### src/sv/adcdc_pkg.sv
// ----------------------------------------------------------------------------
// adcdc_pkg
// Shared types and constants for the ADC audio DC-removal framer.
// ----------------------------------------------------------------------------
package adcdc_pkg;

	// default sizing
	localparam int MAX_BLOCK_FRAMES_DEF = 4096;
	localparam int FRAME_COUNT_BITS_DEF = 40;

	// field widths
	localparam int SAMPLE_W   = 12;
	localparam int AUDIO_W    = 16;
	localparam int TIME_W     = 60;
	localparam int RATE_W     = 19;
	localparam int BLOCK_W    = 13;
	localparam int CFG_IDX_W  = 2;
	localparam int CFG_DATA_W = RATE_W;

	// conditioning constants
	localparam int Q_BITS     = 16;
	localparam int DC_SHIFT   = 10;
	localparam int GAIN_SHIFT = 4;
	localparam int LVL_W      = SAMPLE_W + Q_BITS;
	localparam int SCALED_W   = SAMPLE_W + 1 + GAIN_SHIFT;
	localparam logic [SAMPLE_W-1:0] MIDSCALE = SAMPLE_W'(2048);
	localparam logic signed [SCALED_W-1:0] SCALED_MAX = SCALED_W'(32767);
	localparam logic signed [SCALED_W-1:0] SCALED_MIN = SCALED_W'(-32768);

	// timestamp constants
	localparam int US_W        = 20;
	localparam int US_PER_SEC  = 1000000;

	// register reset values
	localparam logic               REMOVE_DC_RST   = 1'b1;
	localparam logic [RATE_W-1:0]  SAMPLE_RATE_RST = RATE_W'(16000);
	localparam logic [BLOCK_W-1:0] BLOCK_FRAMES_RST = BLOCK_W'(256);

	// register indexes
	localparam logic [CFG_IDX_W-1:0] CFG_REMOVE_DC    = 2'd0;
	localparam logic [CFG_IDX_W-1:0] CFG_SAMPLE_RATE  = 2'd1;
	localparam logic [CFG_IDX_W-1:0] CFG_BLOCK_FRAMES = 2'd2;

	typedef enum logic [1:0] {
		ST_IDLE,
		ST_MUL,
		ST_DIV,
		ST_XFER
	} state_t;

	typedef struct packed {
		logic take;
		logic mul_step;
		logic div_step;
		logic load_out;
	} cmd_t;

	typedef struct packed {
		logic last_now;
		logic out_free;
	} status_t;

endpackage

### src/sv/adcdc_dp.sv
// ----------------------------------------------------------------------------
// adcdc_dp
// Datapath: config registers, DC tracker, saturation, block counting,
// shift-add timestamp multiply, restoring divide and output register.
// ----------------------------------------------------------------------------
module adcdc_dp
	import adcdc_pkg::*;
#(
	parameter int MAX_BLOCK_FRAMES = MAX_BLOCK_FRAMES_DEF,
	parameter int FRAME_COUNT_BITS = FRAME_COUNT_BITS_DEF
) (
	input  logic                       clk,
	input  logic                       arst_n,
	input  cmd_t                       cmd,
	output status_t                    status,
	input  logic                       cfg_we,
	input  logic [CFG_IDX_W-1:0]       cfg_index,
	input  logic [CFG_DATA_W-1:0]      cfg_data,
	input  logic [SAMPLE_W-1:0]        raw_sample,
	input  logic                       out_stall,
	output logic                       out_valid,
	output logic signed [AUDIO_W-1:0]  audio_sample,
	output logic                       block_last,
	output logic [TIME_W-1:0]          block_time_us
);

	localparam int FW = $clog2(MAX_BLOCK_FRAMES + 1);
	localparam int CW = (FW > BLOCK_W) ? FW : BLOCK_W;
	localparam int F  = FRAME_COUNT_BITS;
	localparam int PW = FRAME_COUNT_BITS + US_W;
	localparam logic [PW-1:0] US_PW = PW'(US_PER_SEC);
	localparam logic [CW-1:0] LIMIT_MAX = CW'(MAX_BLOCK_FRAMES);

	logic                remove_dc_q;
	logic [RATE_W-1:0]   rate_q;
	logic [BLOCK_W-1:0]  bf_q;

	logic [LVL_W-1:0]    level_q;
	logic                seeded_q;
	logic [FW-1:0]       fill_q;
	logic [F-1:0]        frames_q;

	logic signed [AUDIO_W-1:0] aud_q;
	logic                last_q;
	logic [F-1:0]        msh_q;
	logic [PW-1:0]       acc_q;
	logic [RATE_W-1:0]   rem_q;

	logic                      out_valid_q;
	logic signed [AUDIO_W-1:0] audio_q;
	logic                      block_last_q;
	logic [TIME_W-1:0]         time_q;

	// dc tracker
	logic [LVL_W-1:0]          target, base, level_nx;
	logic signed [LVL_W:0]     diff, step;
	logic [SAMPLE_W-1:0]       sub;
	logic signed [SAMPLE_W:0]  centered;
	logic signed [SCALED_W-1:0] scaled;
	logic signed [AUDIO_W-1:0] aud_nx;

	assign target   = {raw_sample, {Q_BITS{1'b0}}};
	assign base     = seeded_q ? level_q : target;
	assign diff     = $signed({1'b0, target}) - $signed({1'b0, base});
	assign step     = diff >>> DC_SHIFT;
	// mean stays inside its range, so a modulo add is exact
	assign level_nx = base + step[LVL_W-1:0];
	assign sub      = remove_dc_q ? level_nx[LVL_W-1:Q_BITS] : MIDSCALE;
	assign centered = $signed({1'b0, raw_sample}) - $signed({1'b0, sub});
	assign scaled   = $signed({centered, {GAIN_SHIFT{1'b0}}});

	always_comb begin
		if (scaled > SCALED_MAX) begin
			aud_nx = SCALED_MAX[AUDIO_W-1:0];
		end else if (scaled < SCALED_MIN) begin
			aud_nx = SCALED_MIN[AUDIO_W-1:0];
		end else begin
			aud_nx = scaled[AUDIO_W-1:0];
		end
	end

	// block size clamp
	logic [CW-1:0] bf_ext, limit_c;
	logic [FW-1:0] limit, fill_nx;

	assign bf_ext = CW'(bf_q);
	always_comb begin
		if (bf_ext == '0) begin
			limit_c = CW'(1);
		end else if (bf_ext > LIMIT_MAX) begin
			limit_c = LIMIT_MAX;
		end else begin
			limit_c = bf_ext;
		end
	end
	assign limit   = limit_c[FW-1:0];
	assign fill_nx = fill_q + FW'(1);

	assign status.last_now = (fill_nx >= limit);
	assign status.out_free = !out_valid_q || !out_stall;

	// divide step
	logic [RATE_W:0] trial, trial_sub;
	logic            ge;

	assign trial     = {rem_q, acc_q[PW-1]};
	assign ge        = (trial >= {1'b0, rate_q});
	assign trial_sub = trial - {1'b0, rate_q};

	always_ff @(posedge clk or negedge arst_n) begin
		if (!arst_n) begin
			remove_dc_q <= REMOVE_DC_RST;
			rate_q      <= SAMPLE_RATE_RST;
			bf_q        <= BLOCK_FRAMES_RST;
		end else if (cfg_we) begin
			case (cfg_index)
				CFG_REMOVE_DC:    remove_dc_q <= cfg_data[0];
				CFG_SAMPLE_RATE:  rate_q      <= cfg_data[RATE_W-1:0];
				CFG_BLOCK_FRAMES: bf_q        <= cfg_data[BLOCK_W-1:0];
				default: ;
			endcase
		end
	end

	always_ff @(posedge clk or negedge arst_n) begin
		if (!arst_n) begin
			level_q  <= '0;
			seeded_q <= 1'b0;
			fill_q   <= '0;
			frames_q <= '0;
		end else if (cmd.take) begin
			if (remove_dc_q) begin
				level_q  <= level_nx;
				seeded_q <= 1'b1;
			end
			if (status.last_now) begin
				fill_q   <= '0;
				frames_q <= frames_q + F'(fill_nx);
			end else begin
				fill_q <= fill_nx;
			end
		end
	end

	// timestamp unit: msb-first shift-add multiply, then restoring divide
	always_ff @(posedge clk) begin
		if (cmd.take) begin
			aud_q  <= aud_nx;
			last_q <= status.last_now;
			msh_q  <= frames_q;
			acc_q  <= '0;
			rem_q  <= '0;
		end else if (cmd.mul_step) begin
			acc_q <= {acc_q[PW-2:0], 1'b0} + (msh_q[F-1] ? US_PW : '0);
			msh_q <= {msh_q[F-2:0], 1'b0};
		end else if (cmd.div_step) begin
			acc_q <= {acc_q[PW-2:0], ge};
			rem_q <= ge ? trial_sub[RATE_W-1:0] : trial[RATE_W-1:0];
		end
	end

	always_ff @(posedge clk or negedge arst_n) begin
		if (!arst_n) begin
			out_valid_q <= 1'b0;
		end else if (cmd.load_out) begin
			out_valid_q <= 1'b1;
		end else if (!out_stall) begin
			out_valid_q <= 1'b0;
		end
	end

	always_ff @(posedge clk) begin
		if (cmd.load_out) begin
			audio_q      <= aud_q;
			block_last_q <= last_q;
			time_q       <= (last_q && rate_q != '0) ? TIME_W'(acc_q) : '0;
		end
	end

	assign out_valid     = out_valid_q;
	assign audio_sample  = audio_q;
	assign block_last    = block_last_q;
	assign block_time_us = time_q;

endmodule

### src/sv/adcdc_ctrl.sv
// ----------------------------------------------------------------------------
// adcdc_ctrl
// Controller: sequences accept, timestamp multiply/divide and output transfer.
// ----------------------------------------------------------------------------
module adcdc_ctrl
	import adcdc_pkg::*;
#(
	parameter int FRAME_COUNT_BITS = FRAME_COUNT_BITS_DEF
) (
	input  logic    clk,
	input  logic    arst_n,
	input  logic    in_valid,
	output logic    in_stall,
	input  status_t status,
	output cmd_t    cmd
);

	localparam int PW  = FRAME_COUNT_BITS + US_W;
	localparam int CNW = $clog2(PW);
	localparam logic [CNW-1:0] MUL_LAST = CNW'(FRAME_COUNT_BITS - 1);
	localparam logic [CNW-1:0] DIV_LAST = CNW'(PW - 1);

	state_t         state_q, state_nx;
	logic [CNW-1:0] cnt_q;

	always_comb begin
		state_nx = state_q;
		case (state_q)
			ST_IDLE: begin
				if (in_valid) begin
					state_nx = status.last_now ? ST_MUL : ST_XFER;
				end
			end
			ST_MUL: begin
				if (cnt_q == MUL_LAST) begin
					state_nx = ST_DIV;
				end
			end
			ST_DIV: begin
				if (cnt_q == DIV_LAST) begin
					state_nx = ST_XFER;
				end
			end
			ST_XFER: begin
				if (status.out_free) begin
					state_nx = ST_IDLE;
				end
			end
			default: state_nx = ST_IDLE;
		endcase
	end

	always_comb begin
		cmd      = '0;
		in_stall = 1'b1;
		case (state_q)
			ST_IDLE: begin
				in_stall = 1'b0;
				cmd.take = in_valid;
			end
			ST_MUL:  cmd.mul_step = 1'b1;
			ST_DIV:  cmd.div_step = 1'b1;
			ST_XFER: cmd.load_out = status.out_free;
			default: ;
		endcase
	end

	always_ff @(posedge clk or negedge arst_n) begin
		if (!arst_n) begin
			state_q <= ST_IDLE;
			cnt_q   <= '0;
		end else begin
			state_q <= state_nx;
			if (state_nx != state_q) begin
				cnt_q <= '0;
			end else if (state_q == ST_MUL || state_q == ST_DIV) begin
				cnt_q <= cnt_q + CNW'(1);
			end
		end
	end

endmodule

### src/sv/adc_audio_dc_removal_framer.sv
// ----------------------------------------------------------------------------
// adc_audio_dc_removal_framer
// ADC sample conditioner with running-mean DC removal and block framing.
//
//  channel  signals                                   direction
//  in       in_valid/in_stall, raw_sample             sink
//  out      out_valid/out_stall, audio_sample,
//           block_last, block_time_us                 source
//  cfg      cfg_valid/cfg_ready, cfg_index, cfg_data  sink, always ready
//
// an item that does not end a block is accepted, then transferred
// an item that ends a block adds, between those steps, a bit-serial multiply
// by one million, then a restoring divide by the sample rate, one quotient
// bit per cycle
// reset leaves the output register empty and config at its defaults
// a new item is taken while the previous result waits in the output register
// ----------------------------------------------------------------------------
module adc_audio_dc_removal_framer
	import adcdc_pkg::*;
#(
	parameter int MAX_BLOCK_FRAMES = MAX_BLOCK_FRAMES_DEF,
	parameter int FRAME_COUNT_BITS = FRAME_COUNT_BITS_DEF
) (
	input  logic                       clk,
	input  logic                       arst_n,
	input  logic                       in_valid,
	output logic                       in_stall,
	input  logic [SAMPLE_W-1:0]        raw_sample,
	output logic                       out_valid,
	input  logic                       out_stall,
	output logic signed [AUDIO_W-1:0]  audio_sample,
	output logic                       block_last,
	output logic [TIME_W-1:0]          block_time_us,
	input  logic                       cfg_valid,
	output logic                       cfg_ready,
	input  logic [CFG_IDX_W-1:0]       cfg_index,
	input  logic [CFG_DATA_W-1:0]      cfg_data
);

	cmd_t    cmd;
	status_t status;

	assign cfg_ready = 1'b1;

	adcdc_ctrl #(
		.FRAME_COUNT_BITS(FRAME_COUNT_BITS)
	) u_ctrl (
		.clk      (clk),
		.arst_n   (arst_n),
		.in_valid (in_valid),
		.in_stall (in_stall),
		.status   (status),
		.cmd      (cmd)
	);

	adcdc_dp #(
		.MAX_BLOCK_FRAMES(MAX_BLOCK_FRAMES),
		.FRAME_COUNT_BITS(FRAME_COUNT_BITS)
	) u_dp (
		.clk           (clk),
		.arst_n        (arst_n),
		.cmd           (cmd),
		.status        (status),
		.cfg_we        (cfg_valid && cfg_ready),
		.cfg_index     (cfg_index),
		.cfg_data      (cfg_data),
		.raw_sample    (raw_sample),
		.out_stall     (out_stall),
		.out_valid     (out_valid),
		.audio_sample  (audio_sample),
		.block_last    (block_last),
		.block_time_us (block_time_us)
	);

endmodule

### config.mk
export PLATFORM = sky130hd
export DESIGN_NAME = adc_audio_dc_removal_framer
export DESIGN_NICKNAME = d
export VERILOG_FILES = /design/src/sv/adcdc_pkg.sv /design/src/sv/adcdc_dp.sv /design/src/sv/adcdc_ctrl.sv /design/src/sv/adc_audio_dc_removal_framer.sv
export SDC_FILE = /design/constraint.sdc
export NUM_CORES = 1
export LEC_CHECK = 0
export ABC_AREA = 1
export BUFFER_PORTS_ARGS = -buffer_cell sky130_fd_sc_hd__buf_2
export CORE_MARGIN = 3
export CORE_UTILIZATION = 35
export DETAILED_ROUTE_END_ITERATION = 16
export GPL_ROUTABILITY_DRIVEN = 0
export PLACE_DENSITY = 0.51
export SYNTH_ARGS = -nofsm -noshare
export SYNTH_HDL_FRONTEND = slang
export SYNTH_SLANG_ARGS = --single-unit
### constraint.sdc
create_clock -name clk -period 7.35 [get_ports clk]
set_clock_uncertainty 0.2 [all_clocks]
set_input_delay 1.8375 -clock clk [delete_from_list [all_inputs] [get_ports clk]]
set_output_delay 1.8375 -clock clk [all_outputs]
set_load 0.1 [all_outputs]
* Word level (Yosys, flattened, before mapping)
Index checks and enable logic that the tools add are counted.
Word-level totals: register bits after elaboration 337, input port bits 38, output and inout port bits 80, logic and storage cells 86
Cells by class: $add $sub $neg 8, order comparisons 5, equal/unequal tests 9, multiplexer cells 27, bitwise logic cells 1, reduce and logical (&&, ||, !) cells 18
Operator list (number):
- $mux 60 | 2
- $mux 40 | 2
- $add 60x60->60 | 1
- $add 40x13->40 | 1
- $mux 13 | 3
- $sub 28x28->29 | 1
- $add 28x28->28 | 1
- $mux 28 | 1
- $ge 20x19->1 | 1
- $mux 20 | 1
- $mux 19 | 1
- $reduce_bool 19->1 | 1
- $sub 19x19->19 | 1
- $gt 17x16->1 const B | 1
- $lt 17x16->1 const B | 1
- $mux 16 | 1
- $add 13x1->13 const B | 1
- $ge 13x13->1 | 1
- $gt 13x13->1 const B | 1
- $logic_not 13->1 | 1
- $sub 12x12->13 | 1
- $eq 6x6->1 const B | 2
- $mux 12 | 1
- $mux 6 | 2
- other kinds (15) | 38

* Depth between registers and ports, before layout
depth after elaboration 9, gate-level depth with buffers 35, gate-level depth less buffers 32

* Modules after synthesis
A second synthesis with hierarchy kept.
Unflattened totals: cell total of the unflattened synthesis 3068, area total of the unflattened synthesis 22086.2 um^2
Modules (own cells, without submodules):
- adcdc_dp | instances 1, cells each 2988, area an instance 21466.8 um^2, sequential area each 8338.0 um^2
- adcdc_ctrl | instances 1, cells each 78, area an instance 608.1 um^2, sequential area each 200.2 um^2
- adc_audio_dc_removal_framer | instances 1, cells each 2, area an instance 11.3 um^2, sequential area each 0.0 um^2

* Least setup slack after synthesis
No wires, ideal clock.
kind input to register, start input port raw_sample[5], end register u_dp.aud_q[11], data pin, setup time 0.256 ns, arrival 5.586 ns, required time 6.894 ns, slack 1.308 ns, cell stages on the path 26, path buffers 1, cell sequence o21ai_0 -> ha_1 -> a21oi_1 -> a21boi_0 -> o21ai_0 -> a31oi_1 -> nand2_1 -> xor2_1 -> ha_1 -> a21oi_1 -> o21ai_0 -> o21bai_1 -> a21oi_1 -> nand2_1 -> nand2_1 -> nand3_1 -> ha_1 -> inv_1 -> nor3_1 -> nand3_1 -> nand4_1 -> xor2_1 -> nor2_1 -> inv_1 -> buf_2 -> nand2_1
Between the ends: word-level cells in the longest chain between the ends 7, elaborated cells on any way between the ends 8, those cells by class add/sub (3); order compare (2); mux (3)
Ends and longest elaborated chain:
- from (decl) | RTL line adc_audio_dc_removal_framer.sv:28 | input logic [SAMPLE_W-1:0] raw_sample,
- $mux 28 | RTL line adcdc_dp.sv:63 | assign base = seeded_q ? level_q : target;
- $sub 28x28->29 | RTL line adcdc_dp.sv:64 | assign diff = $signed({1'b0, target}) - $signed({1'b0, base});
- $add 28x28->28 | RTL line adcdc_dp.sv:67 | assign level_nx = base + step[LVL_W-1:0];
- $mux 12 | RTL line adcdc_dp.sv:68 | assign sub = remove_dc_q ? level_nx[LVL_W-1:Q_BITS] : MIDSCALE;
- $sub 12x12->13 * | RTL line adcdc_dp.sv:69 | assign centered = $signed({1'b0, raw_sample}) - $signed({1'b0, sub});
- $lt 17x16->1 | RTL line adcdc_dp.sv:75 | end else if (scaled < SCALED_MIN) begin
- $mux 16 | RTL line adcdc_dp.sv:75
- to (signal assigned) | RTL line adcdc_dp.sv:148 | aud_q <= aud_nx;
- to (decl) | RTL line adcdc_dp.sv:43 | logic signed [AUDIO_W-1:0] aud_q;
Every way passes the cells marked *; elsewhere a longest branch is shown, timed or not. A chain may end at the register's enable or synchronous reset.

* Final worst setup path
start input port raw_sample[1], end register u_dp.aud_q[8], data pin
Same word-level chain as after synthesis.

==> results.md <==
- Run status: finished clean
- Sw power: 1.77 mW
- Sinks on the clock net: 331
- Post-CTS setup buffers: 0
- Buffering stage count on the worst path with inverters included: 4
- Die X-Extent: 256 um
- P_leak: 11.7 nW
- Worst vdd rail ir drop: 172 uV
- Sequential cell fraction of total power: 38.8%
- Number of vias per cell: 4.95
- Clk_lat worst skew: 0.56 ns
- Post-Synthesis Net Count: 3184
- Final setup vio count: 0
- Mapped Area: 0.0218 mm^2
- Number of antenna-violating nets in the routed design: 0
- Sw Share: 32.2%
- Number of buffers created by CTS: 42
- Worst-case clock buffer depth: 3
- Transition at the pin with the smallest max-transition slack: 1.19 ns
- Count of cells resized by post-cts repair: 0
- Synthesized area divided by synthesized cell count: 7.22 um^2
- H-tree lvl count: 2
- First-pass GRT wire length: 101000 um
- Cell-internal power: 3.72 mW
- Total of max-cap violations: 0
- Critical path endpoint category: flip-flop
- Number of distinct standard cells referenced by the synthesized netlist: 59
- Final global-route overflow total: 0
- Via count of the first global-routing pass: 19100
- Sequential cell area fraction in the yosys report: 39.1%
- Type of the setup path with the least slack: in -> reg
- Placed wire-length estimate: 46300 um
- Die ar.: 0.0654 mm^2
- Post-CTS Hold Buffers: 0
- Final min period: 6.56 ns
- Dominant register cell in the synthesized netlist: sky130_fd_sc_hd__edfxtp_1
- Category of cells accounting for the largest share of critical-path delay: simple AND/OR/NAND/NOR gates
- CP required: 7.46 ns
- PwrDens: 224 mW/mm^2
- Count of vias placed by the detailed router: 19700
- Area of placed instances: 0.0232 mm^2
- Arrival @ worst endpoint: 6.67 ns
- Count of endpoints failing hold in the final timing report: 0
- Antenna violations before repair: 1
- Root buffer cell: sky130_fd_sc_hd__clkbuf_16
- Worst-case headroom to the max-slew limit: 20.6%
- Number of placed I/O pins: 118
- Leading cell types in the layout, fill and taps excluded: sky130_fd_sc_hd__nand2_1, sky130_fd_sc_hd__inv_1, sky130_fd_sc_hd__nor2_1, sky130_fd_sc_hd__nand3_1, sky130_fd_sc_hd__a21oi_1
- Pin count of the biggest net entering global routing: 98
- Number of enable flip-flop cells after synthesis: 128
- Std cell rows: 90
- WL/cell: 15.7 um
- Crit-path max cell delay: 0.42 ns
- Final Slew Violations: 0
- Number of iterations in the first detailed-routing pass: 5
- Number of standard cells after synthesis: 3025
- Tot GR Track Use: 18.7%
- Comb pwr share: 24.3%
- CP Max Fanout: 11
- Max stage delay cell, worst path: sky130_fd_sc_hd__ha_1
- Final critical-path share of the clock period: 89.2%
- Number of remaining DRC errors: 0
- Port Buffers: 116
- Setup TNS Final: 0 ns
- Flip-flop and latch count after synthesis: 331
- Routed Wire Length: 62200 um
- Area Growth Syn to Fin: 12.4%
- F_max: 0.153 GHz
- CTS tree: done
- DIE HEIGHT: 256 um
- Share of post-route cells with drive strength above 1: 9.75%
- Ys async rst share: 37.5%
- DRC violation total after the first TritonRoute iteration: 1184
- Area of the placeable core: 0.0610 mm^2
- Final design instance area without fill: 0.0245 mm^2
- Setup repair after global routing missed its margin: false
- Most prevalent standard cell on the critical path: sky130_fd_sc_hd__nand2_1
- Yosys warns: 0
- Post-CTS clock slew at the launch and capture registers of the worst setup and hold paths: 0.06 ns
- Startpoint Class: input pin
- Share of total power in the clock network: 36.9%
- Starting density of the core: 35.8%
- Worst hold-check path type: reg -> reg
- Most frequent standard cell in the layout excluding fill and tap cells: sky130_fd_sc_hd__nand2_1
- NumNets Final: 3275
- Count of antenna diodes in the layout: 0
power groups by stage:
stage | combinational [mW] | clock [mW] | sequential [mW]
floorplan | 1.06 | 0 | 2.13
global placement | 1.31 | 0 | 2.16
detailed placement | 1.32 | 0 | 2.16
CTS | 1.33 | 2.09 | 2.13
global route | 1.53 | 2.17 | 2.14
finish | 1.33 | 2.03 | 2.13
sequential cells by signal, indices dropped and copies added, names as in the netlist:
register            count
u_ctrl.cnt_q            6
u_ctrl.state_q          2
u_dp.acc_q             60
u_dp.aud_q             13
u_dp.audio_sample      13
u_dp.bf_ext            13
u_dp.block_last         1
u_dp.block_time_us     60
u_dp.fill_q            13
u_dp.frames_q          40
u_dp.last_q             1
u_dp.level_q           28
u_dp.msh_q             40
u_dp.out_valid          1
u_dp.rate_q            19
u_dp.rem_q             19
u_dp.remove_dc_q        1
u_dp.seeded_q           1
worst paths after layout:
check                                             start                               to  slack, ns  cells after the start
setup / recovery                          raw_sample[1]      u_dp.aud_q[8]$_SDFFCE_PN1P_       0.79                     27
hold / removal             u_dp.aud_q[11]$_SDFFCE_PN1P_  u_dp.audio_sample[11]$_DFFE_PP_       0.22                      0
setup reg to reg              u_dp.seeded_q$_DFFE_PN0P_      u_dp.aud_q[8]$_SDFFCE_PN1P_       1.41                     27
hold reg to reg            u_dp.aud_q[11]$_SDFFCE_PN1P_  u_dp.audio_sample[11]$_DFFE_PP_       0.22                      0
max in group asynchronous                        arst_n       u_dp.bf_ext[1]$_DFFE_PN0P_       4.62                      2
min in group asynchronous                        arst_n      u_dp.level_q[0]$_DFFE_PN0P_       1.09                      1
cells in the mapped netlist (10+ instances only):
library cell               instances  area share [%]
sky130_fd_sc_hd__inv_2            22            0.38
sky130_fd_sc_hd__nand4_1          62             1.8
sky130_fd_sc_hd__xnor2_1          23            0.92
sky130_fd_sc_hd__dfrtp_1         116              13
sky130_fd_sc_hd__nand3_1         207             4.7
sky130_fd_sc_hd__dfxtp_1          79             7.2
sky130_fd_sc_hd__o21ai_0         187             4.3
sky130_fd_sc_hd__nand2_1         829              14
sky130_fd_sc_hd__inv_1           389             6.7
sky130_fd_sc_hd__edfxtp_1        128              18
sky130_fd_sc_hd__o21bai_1         11            0.38
sky130_fd_sc_hd__or2_2            18            0.52
sky130_fd_sc_hd__xor2_1           60             2.4
sky130_fd_sc_hd__nor2_1          306             5.3
sky130_fd_sc_hd__a21oi_1         193             4.4
sky130_fd_sc_hd__buf_2            10            0.23
sky130_fd_sc_hd__nand2_2          17            0.49
sky130_fd_sc_hd__nor3_1           45             1.0
sky130_fd_sc_hd__clkbuf_1         49            0.84
sky130_fd_sc_hd__nor4_1           16            0.46
sky130_fd_sc_hd__ha_1            117             6.7
sky130_fd_sc_hd__o21ai_1          16            0.37
cells by family (layout without fill, tap and decap cells):
group                      after synthesis  after routing  share of synthesized area (%)
other                                    1              1                         0.0172
muxes                                    3              3                          0.149
and+or+nand+nor                       1545           1545                           30.6
DFF                                    331            331                           39.1
AOI/OAI and AO/OA                      449            449                           10.9
xor gates and xnor gates                83             83                           3.33
adders and majority gates              121            121                           7.07
buffers and inverters                  492            616                           8.81
metrics by stage:
step | total power [mW] | utilization, % | hold slack (ns) | worst slack [ns] | cells
after floorplan | 3.19 | - | 0.200 | 1.31 | 3025
after global placement | 3.47 | 38.0 | 0.204 | 0.430 | 3900
after detailed placement | 3.49 | 38.0 | 0.205 | 0.364 | 3900
after CTS | 5.55 | 40.2 | 0.220 | 0.963 | 3977
after global routing | 5.84 | 40.2 | 0.227 | 0.290 | 3977
final | 5.48 | 40.2 | 0.219 | 0.794 | 3977
metal layers:
layer | share of wire (%) | track usage, % | up-vias
li1 | - | - | 10000
met1 | 47 | 25.3 | 9139
met2 | 46 | 30.9 | 394
met3 | 4.2 | 2.73 | 116
met4 | 2.7 | 5.53 | 2
met5 | 0.021 | 0 | -
area by class of cell:
type / instances / area, um^2
Clock inverter: 20 / 169
Sequential cell: 331 / 8540
Inverter: 412 / 1550
Timing Repair Buffer: 127 / 669
Clock buffer: 57 / 1170
Multi-Input combinational cell: 2202 / 11400
Tap cell: 828 / 1040
Fill cell: 6465 / 36500
No activity file was read; power rests on OpenSTA's default activity.
